==> src/rtl/rpcc_pkg.sv <==
// Shared constants, codes and types of the RGB pulse color classifier.
package rpcc_pkg;

    localparam int PULSE_BITS = 17;
    localparam int NUM_CH     = 3;
    localparam int LEVEL_BITS = 8;
    localparam int CLASS_BITS = 5;
    localparam int CFG_IDX_W  = 3;

    // Stream word widths, padded to whole bytes
    localparam int S_TDATA_W  = ((NUM_CH * PULSE_BITS + 7) / 8) * 8;
    localparam int M_FIELDS_W = NUM_CH * LEVEL_BITS + CLASS_BITS;
    localparam int M_TDATA_W  = ((M_FIELDS_W + 7) / 8) * 8;

    // Calibration reset values
    localparam logic [PULSE_BITS-1:0] WHITE_RESET = PULSE_BITS'(1);
    localparam logic [PULSE_BITS-1:0] BLACK_RESET = PULSE_BITS'(100000);

    // Divider: one quotient bit per stage, remainder holds 255 * |pulse - white|
    localparam int DIV_STEPS = LEVEL_BITS;
    localparam int REM_W     = PULSE_BITS + LEVEL_BITS;
    localparam logic [LEVEL_BITS-1:0] LEVEL_MAX = '1;

    // Front pipeline: input, prep, scale, then the divide steps
    localparam int PIPE_DEPTH = DIV_STEPS + 3;

    // Queue between front and back
    localparam int FIFO_DEPTH = 16;
    localparam int FIFO_AW    = $clog2(FIFO_DEPTH);
    localparam int OCC_W      = $clog2(FIFO_DEPTH + 1);

    typedef enum logic [CFG_IDX_W-1:0] {
        REG_WHITE_RED,
        REG_BLACK_RED,
        REG_WHITE_GREEN,
        REG_BLACK_GREEN,
        REG_WHITE_BLUE,
        REG_BLACK_BLUE
    } cfg_reg_t;

    typedef enum logic [CLASS_BITS-1:0] {
        CLR_BLACK,
        CLR_DARK_GRAY,
        CLR_GRAY,
        CLR_LIGHT_GRAY,
        CLR_WHITE,
        CLR_YELLOW,
        CLR_ORANGE,
        CLR_DARK_RED,
        CLR_RED,
        CLR_DARK_GREEN,
        CLR_GREEN,
        CLR_DARK_BLUE,
        CLR_BLUE,
        CLR_BROWN,
        CLR_CYAN,
        CLR_MAGENTA,
        CLR_PURPLE,
        CLR_PINK,
        CLR_UNKNOWN
    } color_t;

    typedef logic [PULSE_BITS-1:0] pulse_t;

    // Calibrated levels of one reading; index 0 red, 1 green, 2 blue
    typedef struct packed {
        logic                                 timed_out;
        logic [NUM_CH-1:0][LEVEL_BITS-1:0]    level;
    } item_t;

    // Front to queue write port
    typedef struct packed {
        logic  valid;
        item_t item;
    } item_wr_t;

endpackage

==> src/rtl/rpcc_front.sv <==
// Front pipeline: takes pulse widths and maps them to calibrated levels.
module rpcc_front (
    input  logic                                      clk,
    input  logic                                      rst_n,
    input  logic                                      in_valid,
    input  rpcc_pkg::pulse_t [rpcc_pkg::NUM_CH-1:0]   in_pulse,
    input  rpcc_pkg::pulse_t [rpcc_pkg::NUM_CH-1:0]   cal_white,
    input  rpcc_pkg::pulse_t [rpcc_pkg::NUM_CH-1:0]   cal_black,
    output rpcc_pkg::item_wr_t                        out
);

    localparam int PB    = rpcc_pkg::PULSE_BITS;
    localparam int NCH   = rpcc_pkg::NUM_CH;
    localparam int LB    = rpcc_pkg::LEVEL_BITS;
    localparam int STEPS = rpcc_pkg::DIV_STEPS;
    localparam int RW    = rpcc_pkg::REM_W;
    localparam int DEPTH = rpcc_pkg::PIPE_DEPTH;

    logic [DEPTH-1:0]                  vld_reg;
    logic [DEPTH-1:1]                  to_reg;
    rpcc_pkg::pulse_t [NCH-1:0]        pulse_reg;
    logic                              timeout_c;
    logic [NCH-1:0][LB-1:0]            level_c;

    // Valid bits: the pipeline never stalls, the top level holds credits
    always_ff @(posedge clk or negedge rst_n)
    begin
        if (!rst_n)
        begin
            vld_reg <= '0;
        end
        else
        begin
            vld_reg <= {vld_reg[DEPTH-2:0], in_valid};
        end
    end

    // Input register and timeout flag chain
    always_ff @(posedge clk)
    begin
        pulse_reg <= in_pulse;
        to_reg    <= {to_reg[DEPTH-2:1], timeout_c};
    end

    // Any zero width is a timeout
    always_comb
    begin
        timeout_c = 1'b0;
        for (int ch = 0; ch < NCH; ch++)
        begin
            if (pulse_reg[ch] == '0)
            begin
                timeout_c = 1'b1;
            end
        end
    end

    // One lane per color channel
    for (genvar ch = 0; ch < NCH; ch++)
    begin : g_lane
        logic [PB:0]       a_diff;
        logic [PB:0]       a_negd;
        logic [PB:0]       d_diff;
        logic [PB:0]       d_negd;
        logic [PB-1:0]     a_abs;
        logic [PB-1:0]     d_abs;
        logic              zero_c;
        logic              full_c;
        logic [PB-1:0]     a_abs_reg;
        logic [PB-1:0]     d_abs_reg;
        logic              zero1_reg;
        logic              full1_reg;
        logic [RW-1:0]     scaled_c;
        logic              over_c;
        logic [RW-1:0]     rem_reg [0:STEPS-1];
        logic [PB-1:0]     den_reg [0:STEPS-1];
        logic [LB-1:0]     quo_reg [0:STEPS];
        logic [STEPS:0]    zero_reg;
        logic [STEPS:0]    full_reg;
        logic [RW-1:0]     den_sh [0:STEPS-1];
        logic [STEPS-1:0]  ge;

        // Prep: signed offsets from white, magnitudes and the easy cases. Offset zero
        // or opposite signs gives full scale; timeout or equal calibration gives zero.
        always_comb
        begin
            a_diff = {1'b0, pulse_reg[ch]} - {1'b0, cal_white[ch]};
            d_diff = {1'b0, cal_black[ch]} - {1'b0, cal_white[ch]};
            a_negd = '0 - a_diff;
            d_negd = '0 - d_diff;
            a_abs  = a_diff[PB] ? a_negd[PB-1:0] : a_diff[PB-1:0];
            d_abs  = d_diff[PB] ? d_negd[PB-1:0] : d_diff[PB-1:0];
            zero_c = timeout_c || (d_diff == '0);
            full_c = !zero_c && ((a_diff == '0) || (a_diff[PB] != d_diff[PB]));
        end

        // Scale: numerator 255 * |a|; a quotient of 255 or more clamps to zero
        always_comb
        begin
            scaled_c = (RW'(a_abs_reg) << LB) - RW'(a_abs_reg);
            over_c   = !full1_reg && (a_abs_reg >= d_abs_reg);
        end

        // Restoring divide, most significant quotient bit first
        always_comb
        begin
            for (int j = 0; j < STEPS; j++)
            begin
                den_sh[j] = RW'(den_reg[j]) << (STEPS - 1 - j);
                ge[j]     = rem_reg[j] >= den_sh[j];
            end
        end

        always_ff @(posedge clk)
        begin
            a_abs_reg   <= a_abs;
            d_abs_reg   <= d_abs;
            zero1_reg   <= zero_c;
            full1_reg   <= full_c;
            rem_reg[0]  <= scaled_c;
            den_reg[0]  <= d_abs_reg;
            quo_reg[0]  <= '0;
            zero_reg[0] <= zero1_reg || over_c;
            full_reg[0] <= full1_reg;
            for (int j = 0; j < STEPS - 1; j++)
            begin
                rem_reg[j+1] <= ge[j] ? (rem_reg[j] - den_sh[j]) : rem_reg[j];
                den_reg[j+1] <= den_reg[j];
            end
            for (int j = 0; j < STEPS; j++)
            begin
                quo_reg[j+1]  <= {quo_reg[j][LB-2:0], ge[j]};
                zero_reg[j+1] <= zero_reg[j];
                full_reg[j+1] <= full_reg[j];
            end
        end

        // Level is 255 minus the quotient, or one of the clamped ends
        assign level_c[ch] = zero_reg[STEPS] ? '0 :
                             full_reg[STEPS] ? rpcc_pkg::LEVEL_MAX :
                             rpcc_pkg::LEVEL_MAX - quo_reg[STEPS];
    end

    assign out.valid          = vld_reg[DEPTH-1];
    assign out.item.timed_out = to_reg[DEPTH-1];
    assign out.item.level     = level_c;

endmodule

==> src/rtl/rpcc_fifo.sv <==
// Queue of calibrated readings between front pipeline and back stage.
module rpcc_fifo (
    input  logic                clk,
    input  logic                rst_n,
    input  rpcc_pkg::item_wr_t  wr,
    input  logic                rd_en,
    output logic                rd_valid,
    output rpcc_pkg::item_t     rd_item
);

    localparam int DEPTH = rpcc_pkg::FIFO_DEPTH;
    localparam int AW    = rpcc_pkg::FIFO_AW;
    localparam int CW    = rpcc_pkg::OCC_W;

    rpcc_pkg::item_t  mem_reg [0:DEPTH-1];
    rpcc_pkg::item_t  rd_item_reg;
    logic [AW-1:0]    wr_ptr_reg;
    logic [AW-1:0]    rd_ptr_reg;
    logic [AW-1:0]    wr_ptr_next;
    logic [AW-1:0]    rd_ptr_next;
    logic [CW-1:0]    cnt_reg;
    logic [CW-1:0]    cnt_next;

    // Pointers wrap at the queue depth
    always_comb
    begin
        wr_ptr_next = wr_ptr_reg;
        rd_ptr_next = rd_ptr_reg;
        if (wr.valid)
        begin
            wr_ptr_next = (wr_ptr_reg == AW'(DEPTH - 1)) ? '0 : wr_ptr_reg + 1'b1;
        end
        if (rd_en)
        begin
            rd_ptr_next = (rd_ptr_reg == AW'(DEPTH - 1)) ? '0 : rd_ptr_reg + 1'b1;
        end
    end

    // Entry storage; the head word is read ahead into a register, with
    // a bypass when the new head is the word written this cycle
    always_ff @(posedge clk)
    begin
        if (wr.valid)
        begin
            mem_reg[wr_ptr_reg] <= wr.item;
        end
        if (wr.valid && (wr_ptr_reg == rd_ptr_next))
        begin
            rd_item_reg <= wr.item;
        end
        else
        begin
            rd_item_reg <= mem_reg[rd_ptr_next];
        end
    end

    // Fill count
    always_comb
    begin
        unique case ({wr.valid, rd_en})
            2'b10:   cnt_next = cnt_reg + 1'b1;
            2'b01:   cnt_next = cnt_reg - 1'b1;
            default: cnt_next = cnt_reg;
        endcase
    end

    always_ff @(posedge clk or negedge rst_n)
    begin
        if (!rst_n)
        begin
            wr_ptr_reg <= '0;
            rd_ptr_reg <= '0;
            cnt_reg    <= '0;
        end
        else
        begin
            cnt_reg    <= cnt_next;
            wr_ptr_reg <= wr_ptr_next;
            rd_ptr_reg <= rd_ptr_next;
        end
    end

    assign rd_valid = (cnt_reg != '0);
    assign rd_item  = rd_item_reg;

endmodule

==> src/rtl/rpcc_back.sv <==
// Back stage: color classification and the output word register.
module rpcc_back (
    input  logic                                  clk,
    input  logic                                  rst_n,
    input  logic                                  in_valid,
    input  rpcc_pkg::item_t                       in_item,
    output logic                                  in_pop,
    output logic                                  m_tvalid,
    input  logic                                  m_tready,
    output logic [rpcc_pkg::M_TDATA_W-1:0]        m_tdata,
    output logic                                  m_tuser
);

    localparam int NCH = rpcc_pkg::NUM_CH;
    localparam int LB  = rpcc_pkg::LEVEL_BITS;

    // Truncated average below k is the same as the sum below 3k
    localparam int BR_DIV = 3;
    localparam logic [9:0] SUM_BR50  = 10'(BR_DIV * 50);
    localparam logic [9:0] SUM_BR80  = 10'(BR_DIV * 80);
    localparam logic [9:0] SUM_BR120 = 10'(BR_DIV * 120);
    localparam logic [9:0] SUM_BR200 = 10'(BR_DIV * 200);

    logic [9:0]              r;
    logic [9:0]              g;
    logic [9:0]              b;
    logic [9:0]              sum;
    logic [9:0]              d_rg;
    logic [9:0]              d_gb;
    logic [9:0]              d_rb;
    rpcc_pkg::color_t        cls_c;
    logic                    valid_reg;
    logic [NCH-1:0][LB-1:0]  level_reg;
    logic                    to_reg;
    rpcc_pkg::color_t        class_reg;

    function automatic logic [9:0] absdiff(input logic [9:0] x, input logic [9:0] y);
        return (x > y) ? (x - y) : (y - x);
    endfunction

    // Level differences and sum
    always_comb
    begin
        r    = 10'(in_item.level[0]);
        g    = 10'(in_item.level[1]);
        b    = 10'(in_item.level[2]);
        sum  = r + g + b;
        d_rg = absdiff(r, g);
        d_gb = absdiff(g, b);
        d_rb = absdiff(r, b);
    end

    // Ordered threshold rules
    always_comb
    begin
        priority if (r < 10'd30 && g < 10'd30 && b < 10'd30)
            cls_c = rpcc_pkg::CLR_BLACK;
        else if (sum < SUM_BR50 && d_rg < 10'd20 && d_gb < 10'd20 && d_rb < 10'd20)
            cls_c = rpcc_pkg::CLR_DARK_GRAY;
        else if (sum < SUM_BR120 && d_rg < 10'd25 && d_gb < 10'd25 && d_rb < 10'd25)
            cls_c = rpcc_pkg::CLR_GRAY;
        else if (sum < SUM_BR200 && d_rg < 10'd30 && d_gb < 10'd30 && d_rb < 10'd30)
            cls_c = rpcc_pkg::CLR_LIGHT_GRAY;
        else if (r > 10'd200 && g > 10'd200 && b > 10'd200)
            cls_c = rpcc_pkg::CLR_WHITE;
        else if (r > 10'd120 && g > 10'd120 && b < 10'd80 && d_rg < 10'd50)
            cls_c = rpcc_pkg::CLR_YELLOW;
        else if (r > 10'd150 && g > 10'd60 && g < 10'd140 && b < 10'd70)
            cls_c = rpcc_pkg::CLR_ORANGE;
        else if (r > g + 10'd25 && r > b + 10'd25)
            cls_c = (sum < SUM_BR80) ? rpcc_pkg::CLR_DARK_RED : rpcc_pkg::CLR_RED;
        else if (g > r + 10'd40 && g > b + 10'd40)
            cls_c = (sum < SUM_BR80) ? rpcc_pkg::CLR_DARK_GREEN : rpcc_pkg::CLR_GREEN;
        else if (b > r + 10'd40 && b > g + 10'd40)
            cls_c = (sum < SUM_BR80) ? rpcc_pkg::CLR_DARK_BLUE : rpcc_pkg::CLR_BLUE;
        else if (r > 10'd80 && r < 10'd180 && g > 10'd40 && g < 10'd120 && b < 10'd80)
            cls_c = rpcc_pkg::CLR_BROWN;
        else if (g > 10'd150 && b > 10'd150 && r < 10'd100)
            cls_c = rpcc_pkg::CLR_CYAN;
        else if (r > 10'd120 && b > 10'd120 && g < 10'd100)
            cls_c = (r > b + 10'd30) ? rpcc_pkg::CLR_MAGENTA : rpcc_pkg::CLR_PURPLE;
        else if (r > 10'd180 && g > 10'd100 && g < 10'd180 && b > 10'd120 && b < 10'd200)
            cls_c = rpcc_pkg::CLR_PINK;
        else
            cls_c = rpcc_pkg::CLR_UNKNOWN;
    end

    // Take from the queue when the output register is free or draining
    assign in_pop = in_valid && (!valid_reg || m_tready);

    always_ff @(posedge clk or negedge rst_n)
    begin
        if (!rst_n)
        begin
            valid_reg <= 1'b0;
        end
        else if (in_pop)
        begin
            valid_reg <= 1'b1;
        end
        else if (m_tready)
        begin
            valid_reg <= 1'b0;
        end
    end

    // Output word payload
    always_ff @(posedge clk)
    begin
        if (in_pop)
        begin
            level_reg <= in_item.level;
            to_reg    <= in_item.timed_out;
            class_reg <= cls_c;
        end
    end

    assign m_tvalid = valid_reg;
    assign m_tdata  = rpcc_pkg::M_TDATA_W'({class_reg, level_reg});
    assign m_tuser  = to_reg;

endmodule

==> src/rtl/rgb_pulse_color_classifier_unit.sv <==
// Top level of the RGB pulse color classifier.
//
// Input stream (s_*): one word per reading, three low-pulse widths. A zero
// width flags a timeout. Output stream (m_*): three calibrated levels,
// 0..255, the color class, and the timeout flag on m_tuser.
// Config channel (cfg_*): writes one of six white/black calibration widths;
// cfg_ready is always high and indexes past the list are dropped. Write it
// only while no reading is in flight.
// From input to output word a reading passes the input register, prep,
// scale, eight restoring divide stages (one quotient bit per stage, three
// channels in parallel), queue write and output register. Throughput is
// one reading per cycle while the sink is ready. s_tready is set by a
// credit counter of words between input and queue head; the queue holds
// 16 entries, enough to cover the pipeline so a steady stream never drops
// tready. When m_tready is low the output register holds, the queue fills
// and s_tready falls once 16 readings are pending. Reset empties the
// pipeline and queue and loads white widths of 1 and black widths of 100000.
module rgb_pulse_color_classifier_unit (
    input  logic                                  clk,
    input  logic                                  rst_n,
    input  logic                                  s_tvalid,
    output logic                                  s_tready,
    // red_pulse [16:0], green_pulse [33:17], blue_pulse [50:34], zero pad
    input  logic [rpcc_pkg::S_TDATA_W-1:0]        s_tdata,
    output logic                                  m_tvalid,
    input  logic                                  m_tready,
    // red_level [7:0], green_level [15:8], blue_level [23:16],
    // color_class [28:24], zero pad
    output logic [rpcc_pkg::M_TDATA_W-1:0]        m_tdata,
    // timed_out [0]
    output logic                                  m_tuser,
    input  logic                                  cfg_valid,
    output logic                                  cfg_ready,
    input  logic [rpcc_pkg::CFG_IDX_W-1:0]        cfg_index,
    input  logic [rpcc_pkg::PULSE_BITS-1:0]       cfg_data
);

    localparam int PB  = rpcc_pkg::PULSE_BITS;
    localparam int NCH = rpcc_pkg::NUM_CH;
    localparam int CW  = rpcc_pkg::OCC_W;

    rpcc_pkg::pulse_t [NCH-1:0]  white_reg;
    rpcc_pkg::pulse_t [NCH-1:0]  black_reg;
    rpcc_pkg::pulse_t [NCH-1:0]  in_pulse;
    logic [CW-1:0]               occ_reg;
    logic [CW-1:0]               occ_next;
    logic                        s_acc;
    logic                        q_pop;
    logic                        q_valid;
    rpcc_pkg::item_wr_t          front_wr;
    rpcc_pkg::item_t             q_item;

    assign cfg_ready = 1'b1;

    // Calibration registers
    always_ff @(posedge clk or negedge rst_n)
    begin
        if (!rst_n)
        begin
            white_reg <= {NCH{rpcc_pkg::WHITE_RESET}};
            black_reg <= {NCH{rpcc_pkg::BLACK_RESET}};
        end
        else if (cfg_valid && cfg_ready)
        begin
            unique case (rpcc_pkg::cfg_reg_t'(cfg_index))
                rpcc_pkg::REG_WHITE_RED:   white_reg[0] <= cfg_data;
                rpcc_pkg::REG_BLACK_RED:   black_reg[0] <= cfg_data;
                rpcc_pkg::REG_WHITE_GREEN: white_reg[1] <= cfg_data;
                rpcc_pkg::REG_BLACK_GREEN: black_reg[1] <= cfg_data;
                rpcc_pkg::REG_WHITE_BLUE:  white_reg[2] <= cfg_data;
                rpcc_pkg::REG_BLACK_BLUE:  black_reg[2] <= cfg_data;
                default: ;
            endcase
        end
    end

    // Unpack the input word
    always_comb
    begin
        for (int ch = 0; ch < NCH; ch++)
        begin
            in_pulse[ch] = s_tdata[ch*PB +: PB];
        end
    end

    // Credits: words accepted and not yet popped from the queue
    assign s_acc    = s_tvalid && s_tready;
    assign s_tready = (occ_reg < CW'(rpcc_pkg::FIFO_DEPTH));

    always_comb
    begin
        unique case ({s_acc, q_pop})
            2'b10:   occ_next = occ_reg + 1'b1;
            2'b01:   occ_next = occ_reg - 1'b1;
            default: occ_next = occ_reg;
        endcase
    end

    always_ff @(posedge clk or negedge rst_n)
    begin
        if (!rst_n)
        begin
            occ_reg <= '0;
        end
        else
        begin
            occ_reg <= occ_next;
        end
    end

    rpcc_front u_front (
        .clk       (clk),
        .rst_n     (rst_n),
        .in_valid  (s_acc),
        .in_pulse  (in_pulse),
        .cal_white (white_reg),
        .cal_black (black_reg),
        .out       (front_wr)
    );

    rpcc_fifo u_fifo (
        .clk      (clk),
        .rst_n    (rst_n),
        .wr       (front_wr),
        .rd_en    (q_pop),
        .rd_valid (q_valid),
        .rd_item  (q_item)
    );

    rpcc_back u_back (
        .clk      (clk),
        .rst_n    (rst_n),
        .in_valid (q_valid),
        .in_item  (q_item),
        .in_pop   (q_pop),
        .m_tvalid (m_tvalid),
        .m_tready (m_tready),
        .m_tdata  (m_tdata),
        .m_tuser  (m_tuser)
    );

endmodule

==> config.mk <==
export PLATFORM = sky130hd
export DESIGN_NAME = rgb_pulse_color_classifier_unit
export DESIGN_NICKNAME = d
export VERILOG_FILES = /design/src/rtl/rpcc_pkg.sv /design/src/rtl/rpcc_front.sv /design/src/rtl/rpcc_fifo.sv /design/src/rtl/rpcc_back.sv /design/src/rtl/rgb_pulse_color_classifier_unit.sv
export SDC_FILE = /design/constraint.sdc
export NUM_CORES = 2
export LEC_CHECK = 0
export BUFFER_PORTS_ARGS = -buffer_cell sky130_fd_sc_hd__buf_2
export CORE_UTILIZATION = 60
export DETAILED_ROUTE_END_ITERATION = 7
export GPL_TIMING_DRIVEN = 0
export PLACE_DENSITY = 0.76
export SKIP_LAST_GASP = 1
export SLEW_MARGIN = 30
export SYNTH_ARGS = -nofsm -noshare
export SYNTH_HDL_FRONTEND = slang
export SYNTH_SLANG_ARGS = --single-unit
==> constraint.sdc <==
create_clock -name clk -period 16.8 [get_ports clk]
set_input_delay 3.36 -clock clk [delete_from_list [all_inputs] [get_ports clk]]
set_output_delay 3.36 -clock clk [all_outputs]
set_load 0.005 [all_outputs]
# Word-level counts from Yosys, hierarchy flattened
# Memories as Yosys holds them, arrays and structs flattened. A register that Yosys moved wholly into a read port is not among the register bits.
# Cells that the tools add are included.
[word_totals] n_memories=10 inputBits=81 romBits=0 mem_bits_rw=1624 register_bits=385 latchBits=0 wordCells=350
[classes] n_mul=0 magnitude_cmp=78 div_mod_pow=0 n_reduce_logical=82 addsub=59 mux=65 shifts=0 n_eq_ne=14 bitwise_logic=0
[mem_list] memory="u_fifo.mem_reg" words=16 word_bits=25 rd=1 rd_clocked_by_memory_dff=1 write_ports=1 line="rpcc_fifo.sv:15" source="rpcc_pkg::item_t mem_reg [0:DEPTH-1];"
[mem_list] memory="u_front.g_lane[0].rem_reg" words=8 word_bits=25 rd=8 rd_clocked_by_memory_dff=0 write_ports=8 line="rpcc_front.sv:75" source="logic [RW-1:0] rem_reg [0:STEPS-1];"
[mem_list] memory="u_front.g_lane[1].rem_reg" words=8 word_bits=25 rd=8 rd_clocked_by_memory_dff=0 write_ports=8 line="rpcc_front.sv:75"
[mem_list] memory="u_front.g_lane[2].rem_reg" words=8 word_bits=25 rd=8 rd_clocked_by_memory_dff=0 write_ports=8 line="rpcc_front.sv:75"
[mem_list] memory="u_front.g_lane[0].den_reg" words=8 word_bits=17 rd=8 rd_clocked_by_memory_dff=0 write_ports=8 line="rpcc_front.sv:76" source="logic [PB-1:0] den_reg [0:STEPS-1];"
[mem_list] memory="u_front.g_lane[1].den_reg" words=8 word_bits=17 rd=8 rd_clocked_by_memory_dff=0 write_ports=8 line="rpcc_front.sv:76"
[mem_list] memory="+4 memories"
[ops] operator="25-bit two-way mux" count=21
[ops] operator="18-bit logical NOT" count=6
[ops] operator="17-bit by 17-bit subtractor with 18-bit output" count=6
[ops] operator="17-bit two-way mux" count=6
[ops] operator="1-bit by 17-bit subtractor with 17-bit output (first input constant)" count=6
[ops] operator="10-bit by 5-bit < comparator with 1-bit output (second input constant)" count=9
[ops] operator="25-bit by 17-bit greater-or-equal comparator with 1-bit output" count=3
[ops] operator="25-bit by 18-bit greater-or-equal comparator with 1-bit output" count=3
[ops] operator="25-bit by 19-bit greater-or-equal comparator with 1-bit output" count=3
[ops] operator="25-bit by 20-bit greater-or-equal comparator with 1-bit output" count=3
[ops] operator="25-bit by 21-bit greater-or-equal comparator with 1-bit output" count=3
[ops] operator="25-bit by 22-bit greater-or-equal comparator with 1-bit output" count=3
[ops] operator="25-bit by 23-bit greater-or-equal comparator with 1-bit output" count=3
[ops] operator="25-bit by 24-bit greater-or-equal comparator with 1-bit output" count=3
[ops] operator="25-bit by 17-bit subtractor with 25-bit output" count=3
[ops] operator="25-bit by 18-bit subtractor with 25-bit output" count=3
[ops] operator="25-bit by 19-bit subtractor with 25-bit output" count=3
[ops] operator="25-bit by 20-bit subtractor with 25-bit output" count=3
[ops] operator="25-bit by 21-bit subtractor with 25-bit output" count=3
[ops] operator="25-bit by 22-bit subtractor with 25-bit output" count=3
[ops] operator="25-bit by 23-bit subtractor with 25-bit output" count=3
[ops] operator="25-bit by 24-bit subtractor with 25-bit output" count=3
[ops] operator="8-bit by 10-bit greater-than comparator with 1-bit output" count=7
[ops] operator="8-bit greater-than comparator (second input constant)" count=7
[ops] operator="other kinds (47)" count=182

# Longest topological paths before layout
[depth] ltp_word=18 depth_mapped=30

# Modules after synthesis
# Synthesis repeated with hierarchy kept, for this count alone.
[unflattened] cells_unflattened=8432 hier_area_um2=89020.4
[by_module_without_submodules] mod="rpcc_front" area_per_inst_um2=62307.3 cells_each=6692 instances=1 seq_area_each_um2=27081.0
[by_module_without_submodules] mod="rpcc_fifo" area_per_inst_um2=15930.3 cells_each=720 instances=1 seq_area_each_um2=12416.9
[by_module_without_submodules] mod="rpcc_back" area_per_inst_um2=6443.7 cells_each=759 instances=1 seq_area_each_um2=925.9
[by_module_without_submodules] mod="rgb_pulse_color_classifier_unit" area_per_inst_um2=4339.2 cells_each=261 instances=1 seq_area_each_um2=2703.8

# Worst setup path after synthesis
# Ideal clock, no wire load.
[synth_path] path_type="input-to-reg" start="in m_tready" end="reg occ_reg[4]" setup_slack_ns=10.024 required_time_ns=16.677 setup_ns=0.123 cell_stages=11 n_path_buf=0 t_arrival_ns=6.653 cell_sequence="inv_1 a21oi_1 ha_1 inv_1 fa_1 inv_1 a21o_1 a21oi_1 xnor2_1 nor2_1 xnor2_1"
[synth_via] elab_chain_cells=4
[synth_rtl] item="start, declared" line="rgb_pulse_color_classifier_unit.sv:26" source="input logic m_tready,"
[synth_rtl] item="1-bit logical OR (*)" line="rpcc_back.sv:89" source="assign in_pop = in_valid && (!valid_reg || m_tready);"
[synth_rtl] item="1-bit logical AND (*)" line="rpcc_back.sv:89"
[synth_rtl] item="named net q_pop" line="rgb_pulse_color_classifier_unit.sv:48" source="logic q_pop;"
[synth_rtl] item="2-bit by 1-bit equality test with 1-bit output or 2-bit equality test (tied branches)" line="rgb_pulse_color_classifier_unit.sv:92" source="unique case ({s_acc, q_pop})"
[synth_rtl] item="5-bit one-hot mux with 2 select lines or 2-bit nonzero test (tied branches)"
[synth_rtl] item="end signal, assigned" line="rgb_pulse_color_classifier_unit.sv:107" source="occ_reg <= occ_next;"
[synth_rtl] item="end, declared" line="rgb_pulse_color_classifier_unit.sv:45" source="logic [CW-1:0] occ_reg;"
# The timed path passes the listed nets; every way through them passes the cells marked *.
# A chain may end at the register's enable or synchronous reset.

==> flow_results.xml <==
<?xml version="1.0" encoding="UTF-8"?>
<metrics>
  <group name="outcome">
    <metric name="run_status" unit="">finished clean</metric>
  </group>
  <group name="logic_synthesis">
    <metric name="synth-compound-area-share" unit="%">13.3</metric>
    <metric name="synth_top_area_share" unit="%">30.5</metric>
    <metric name="netlist_instances" unit="">8434</metric>
    <metric name="synth.top_cells.by_count" unit="">1343 x sky130_fd_sc_hd__dfxtp_1, 849 x sky130_fd_sc_hd__inv_1, 731 x sky130_fd_sc_hd__ha_1</metric>
    <metric name="ffs_latches_synth" unit="">1905</metric>
    <metric name="yosys.area_share.xor_xnor" unit="%">5.82</metric>
    <metric name="yosysUniqueCellTypes" unit="">106</metric>
    <metric name="synth.cell_area" unit="um^2">88100</metric>
    <metric name="ys.flop_type" unit="">sky130_fd_sc_hd__dfxtp_1</metric>
    <metric name="multiplexer_share_of_the_synthesized_area" unit="%">4.84</metric>
    <metric name="synth-edff-count" unit="">430</metric>
    <metric name="synth.yosys.warnings" unit="">0</metric>
    <metric name="post_synth_fa_ha_maj_area_fraction" unit="%">11.2</metric>
    <metric name="synth.yosys.seq_area_share" unit="%">48.9</metric>
    <metric name="synth_top_family_by_area" unit="">compound AO/OA/AOI/OAI gates</metric>
    <metric name="synth_simple_gate_area_share" unit="%">11.3</metric>
    <metric name="syn-mean-instance-area" unit="um^2">10.4</metric>
    <metric name="yosysTopAreaCell" unit="">sky130_fd_sc_hd__dfxtp_1</metric>
    <metric name="postSynth.asyncResetShare" unit="%">6.93</metric>
    <metric name="ys_top_cells_by_area" unit="">sky130_fd_sc_hd__dfxtp_1 31%, sky130_fd_sc_hd__edfxtp_1 15%, sky130_fd_sc_hd__ha_1 10%</metric>
    <metric name="yosys.cell_count.top_type" unit="">sky130_fd_sc_hd__dfxtp_1</metric>
  </group>
  <group name="route">
    <metric name="antenna_violating_nets_post_route" unit="">0</metric>
    <metric name="route.final.wire_length" unit="um">209000</metric>
    <metric name="detail_route.drc_violations" unit="">0</metric>
    <metric name="vias_per_cell" unit="">5.81</metric>
    <metric name="via_count" unit="">63000</metric>
    <metric name="detail_route.iter0.violations" unit="">4878</metric>
    <metric name="firstDrtPassIters" unit="">5</metric>
    <metric name="route.detailed.wl_per_inst" unit="um">19.3</metric>
  </group>
  <group name="timing">
    <metric name="timing.final.max_slew_violations" unit="">0</metric>
    <metric name="fin_crit" unit="ns">8.12</metric>
    <metric name="setup_violations" unit="">0</metric>
    <metric name="final.period_utilization" unit="%">48.3</metric>
    <metric name="timing_worst_slew_pin_value" unit="ns">1.03</metric>
    <metric name="maxSlewHeadroom" unit="%">29.4</metric>
    <metric name="finalHoldViolations" unit="">0</metric>
    <metric name="finClkSkew" unit="ns">0.0306</metric>
    <metric name="maximum_frequency_from_static_timing_analysis" unit="GHz">0.123</metric>
    <metric name="setup_tns" unit="ns">0</metric>
    <metric name="rsz0062_at_grt" unit="">no</metric>
  </group>
  <group name="cells_and_area">
    <metric name="number_of_flip_flops_under_the_largest_register_name" unit="">600</metric>
    <metric name="syn_to_final_growth" unit="%">11.4</metric>
    <metric name="diodes" unit="">0</metric>
    <metric name="num-nets-final" unit="">9617</metric>
    <metric name="seq_area" unit="um^2">43100</metric>
    <metric name="drive_above_1_share" unit="%">9.98</metric>
    <metric name="multi_input_comb_area" unit="um^2">41300</metric>
    <metric name="fillerInstances" unit="">10900</metric>
    <metric name="finish.utilization" unit="%">67.4</metric>
  </group>
  <group name="place">
    <metric name="finalWeightedCongestion" unit="">0.975</metric>
    <metric name="detailedPlacementHpwl" unit="um">156000</metric>
    <metric name="number_of_input_and_output_port_buffers_inserted" unit="">107</metric>
  </group>
  <group name="clock_tree">
    <metric name="clock_insertion_delay_worst_skew" unit="ns">0.83</metric>
    <metric name="count_of_instances_resized_after_the_clock_tree_is_built" unit="">0</metric>
    <metric name="cts_setup_buffers" unit="">0</metric>
    <metric name="cts_sinks" unit="">1905</metric>
    <metric name="cts_buffers" unit="">187</metric>
    <metric name="master_cell_of_the_clock_root_buffer" unit="">sky130_fd_sc_hd__clkbuf_16</metric>
    <metric name="clock_path_buffers" unit="">3</metric>
    <metric name="cts_tree" unit="">yes</metric>
    <metric name="cts.reportedPaths.clkPinSlew" unit="ns">0.07</metric>
    <metric name="h_tree_depth" unit="">4</metric>
    <metric name="cts_hold_buffers" unit="">0</metric>
  </group>
  <group name="grt">
    <metric name="grtUsageTotal" unit="%">27.7</metric>
    <metric name="first_global_vias" unit="">61000</metric>
    <metric name="grt_start_max_net_pins" unit="">90</metric>
    <metric name="antenna_found_initial" unit="">4</metric>
    <metric name="grt_remaining_overflow" unit="">0</metric>
    <metric name="grt_pass1_wl" unit="um">326000</metric>
  </group>
  <group name="setup_path">
    <metric name="critPathCaptureType" unit="">flop</metric>
    <metric name="crit_path_start_kind" unit="">flop</metric>
    <metric name="path_class" unit="">reg -&gt; reg</metric>
    <metric name="critical_path.max_fanout" unit="">11</metric>
    <metric name="arrival_worst_endpoint" unit="ns">8.69</metric>
    <metric name="cp.required" unit="ns">17.37</metric>
  </group>
  <group name="die">
    <metric name="io_pins" unit="">117</metric>
    <metric name="core_area" unit="um^2">146000</metric>
    <metric name="initial_core_util" unit="%">60.5</metric>
    <metric name="die_width" unit="um">385</metric>
    <metric name="chipHeight" unit="um">385</metric>
    <metric name="dieArea" unit="um^2">148000</metric>
    <metric name="rows" unit="">140</metric>
  </group>
  <group name="power">
    <metric name="p_leak" unit="nW">42.2</metric>
    <metric name="ir_worst_vdd" unit="V">0.000150</metric>
    <metric name="pwr_density_cell" unit="nW/um^2">231</metric>
  </group>
  <group name="flow_run">
    <metric name="drv_cap" unit="">0</metric>
  </group>
  <group name="min_path">
    <metric name="min-delay-path-class" unit="">reg -&gt; reg</metric>
  </group>
</metrics>
==> report_power, final <==
| part | internal (W) | switching [W] | total (W) | leakage, nW |
|---|---|---|---|---|
| Sequential | 0.00670 | 0.00110 | 0.00780 | 16.8 |
| Clock | 0.00244 | 0.00177 | 0.00422 | 3.09 |
| Combinational | 0.00475 | 0.00596 | 0.0107 | 22.3 |
==> cells in the final DEF, fill, tap and decap left out, drive strengths merged, types with 80 or more instances in the layout <==
master and count:
o21ai 467, mux2 133, ha 731, inv 873, nand2b 100, xor2 197, a21o 180, nor2b 124
nor4 80, nand2 499, xnor2 389, dfrtp 111, edfxtp 430, nor2 556, buf 185, clkbuf 369
nor3 185, nand3 107, dfxtp 1343, mux4 101, a21oi 527
==> final timing paths <==
check / from / to / cells past startpoint / slack [ns]
max reg2reg: flop / u_back.class_reg[0]$_SDFFCE_PP0P_ / 20 / 8.68
max in group asynchronous: rst_n / black_reg[49]$_DFFE_PN1P_ / 2 / 13.60
max: flop / u_back.class_reg[0]$_SDFFCE_PP0P_ / 20 / 8.68
min: u_front.g_lane[2].quo_reg[0][62]$_DFF_P_ / u_front.g_lane[2].quo_reg[0][71]$_DFF_P_ / 0 / 0.32
min reg2reg: u_front.g_lane[2].quo_reg[0][62]$_DFF_P_ / u_front.g_lane[2].quo_reg[0][71]$_DFF_P_ / 0 / 0.32
min in group asynchronous: rst_n / white_reg[14]$_DFFE_PN0P_ / 1 / 2.41
==> routing by layer <==
layer  up-vias  share of wire, %  GRT usage, %
met4         2               3.2          9.70
met5         -            0.0043             0
li1      30400                 -             -
met3       451               6.7          4.59
met1     29900                44          36.9
met2      2262                47          45.5
==> layout make-up <==
type / instances / area share [%]
clock inverters: 99 / 1.07
clock buffers: 247 / 5.37
plain buffers: 165 / 0.773
repair buffers: 142 / 1.13
multi-input cells: 5505 / 42.0
inverters: 861 / 3.29
flip-flops and latches: 1905 / 43.9
well taps: 1917 / 2.44
==> critical path, cell delays in order, from the launching register on <==
cell,delay (ns)
sky130_fd_sc_hd__dfxtp_1,0.31
sky130_fd_sc_hd__buf_4,0.19
sky130_fd_sc_hd__buf_2,0.28
sky130_fd_sc_hd__buf_2,0.39
sky130_fd_sc_hd__buf_2,0.40
sky130_fd_sc_hd__mux4_2,0.40
sky130_fd_sc_hd__a22o_1,0.27
sky130_fd_sc_hd__a221oi_2,0.75
sky130_fd_sc_hd__inv_1,0.59
sky130_fd_sc_hd__ha_1,0.44
sky130_fd_sc_hd__clkbuf_1,0.34
sky130_fd_sc_hd__and4_1,0.34
sky130_fd_sc_hd__a21boi_0,0.58
sky130_fd_sc_hd__o31ai_2,0.28
sky130_fd_sc_hd__mux2i_1,0.26
sky130_fd_sc_hd__xor2_1,0.33
sky130_fd_sc_hd__a31oi_1,0.17
sky130_fd_sc_hd__a21o_1,0.20
sky130_fd_sc_hd__a2111oi_0,0.90
sky130_fd_sc_hd__a22oi_1,0.16
sky130_fd_sc_hd__o21ba_1,0.25
==> kinds of logic (layout without fill, tap and decap cells) <==
| kind of cell | count (synthesis) | count (layout) |
|---|---|---|
| other | 2 | 4 |
| DFF | 1905 | 1905 |
| and+or+nand+nor | 2028 | 2028 |
| adders and majority gates | 769 | 769 |
| buffers and inverters | 1026 | 1514 |
| AOI/OAI and AO/OA | 1835 | 1835 |
| muxes | 283 | 283 |
| xor gates and xnor gates | 586 | 586 |
==> per-stage QoR <==
stage          instances  hold WS, ns  power (W)  setup slack [ns]  instance area, um^2
2_1_floorplan       8436        0.310     0.0158             10.02                88100
3_3_place_gp       10500        0.310     0.0180              8.17                91100
3_5_place_dp       10500        0.312     0.0184              9.04                91800
4_1_cts            10800        0.322     0.0227              8.95                98100
5_1_grt            10800        0.324     0.0245              8.49                98200
6_report           10800        0.318     0.0227              8.68                98200
Power figures use the tool's default switching activity.
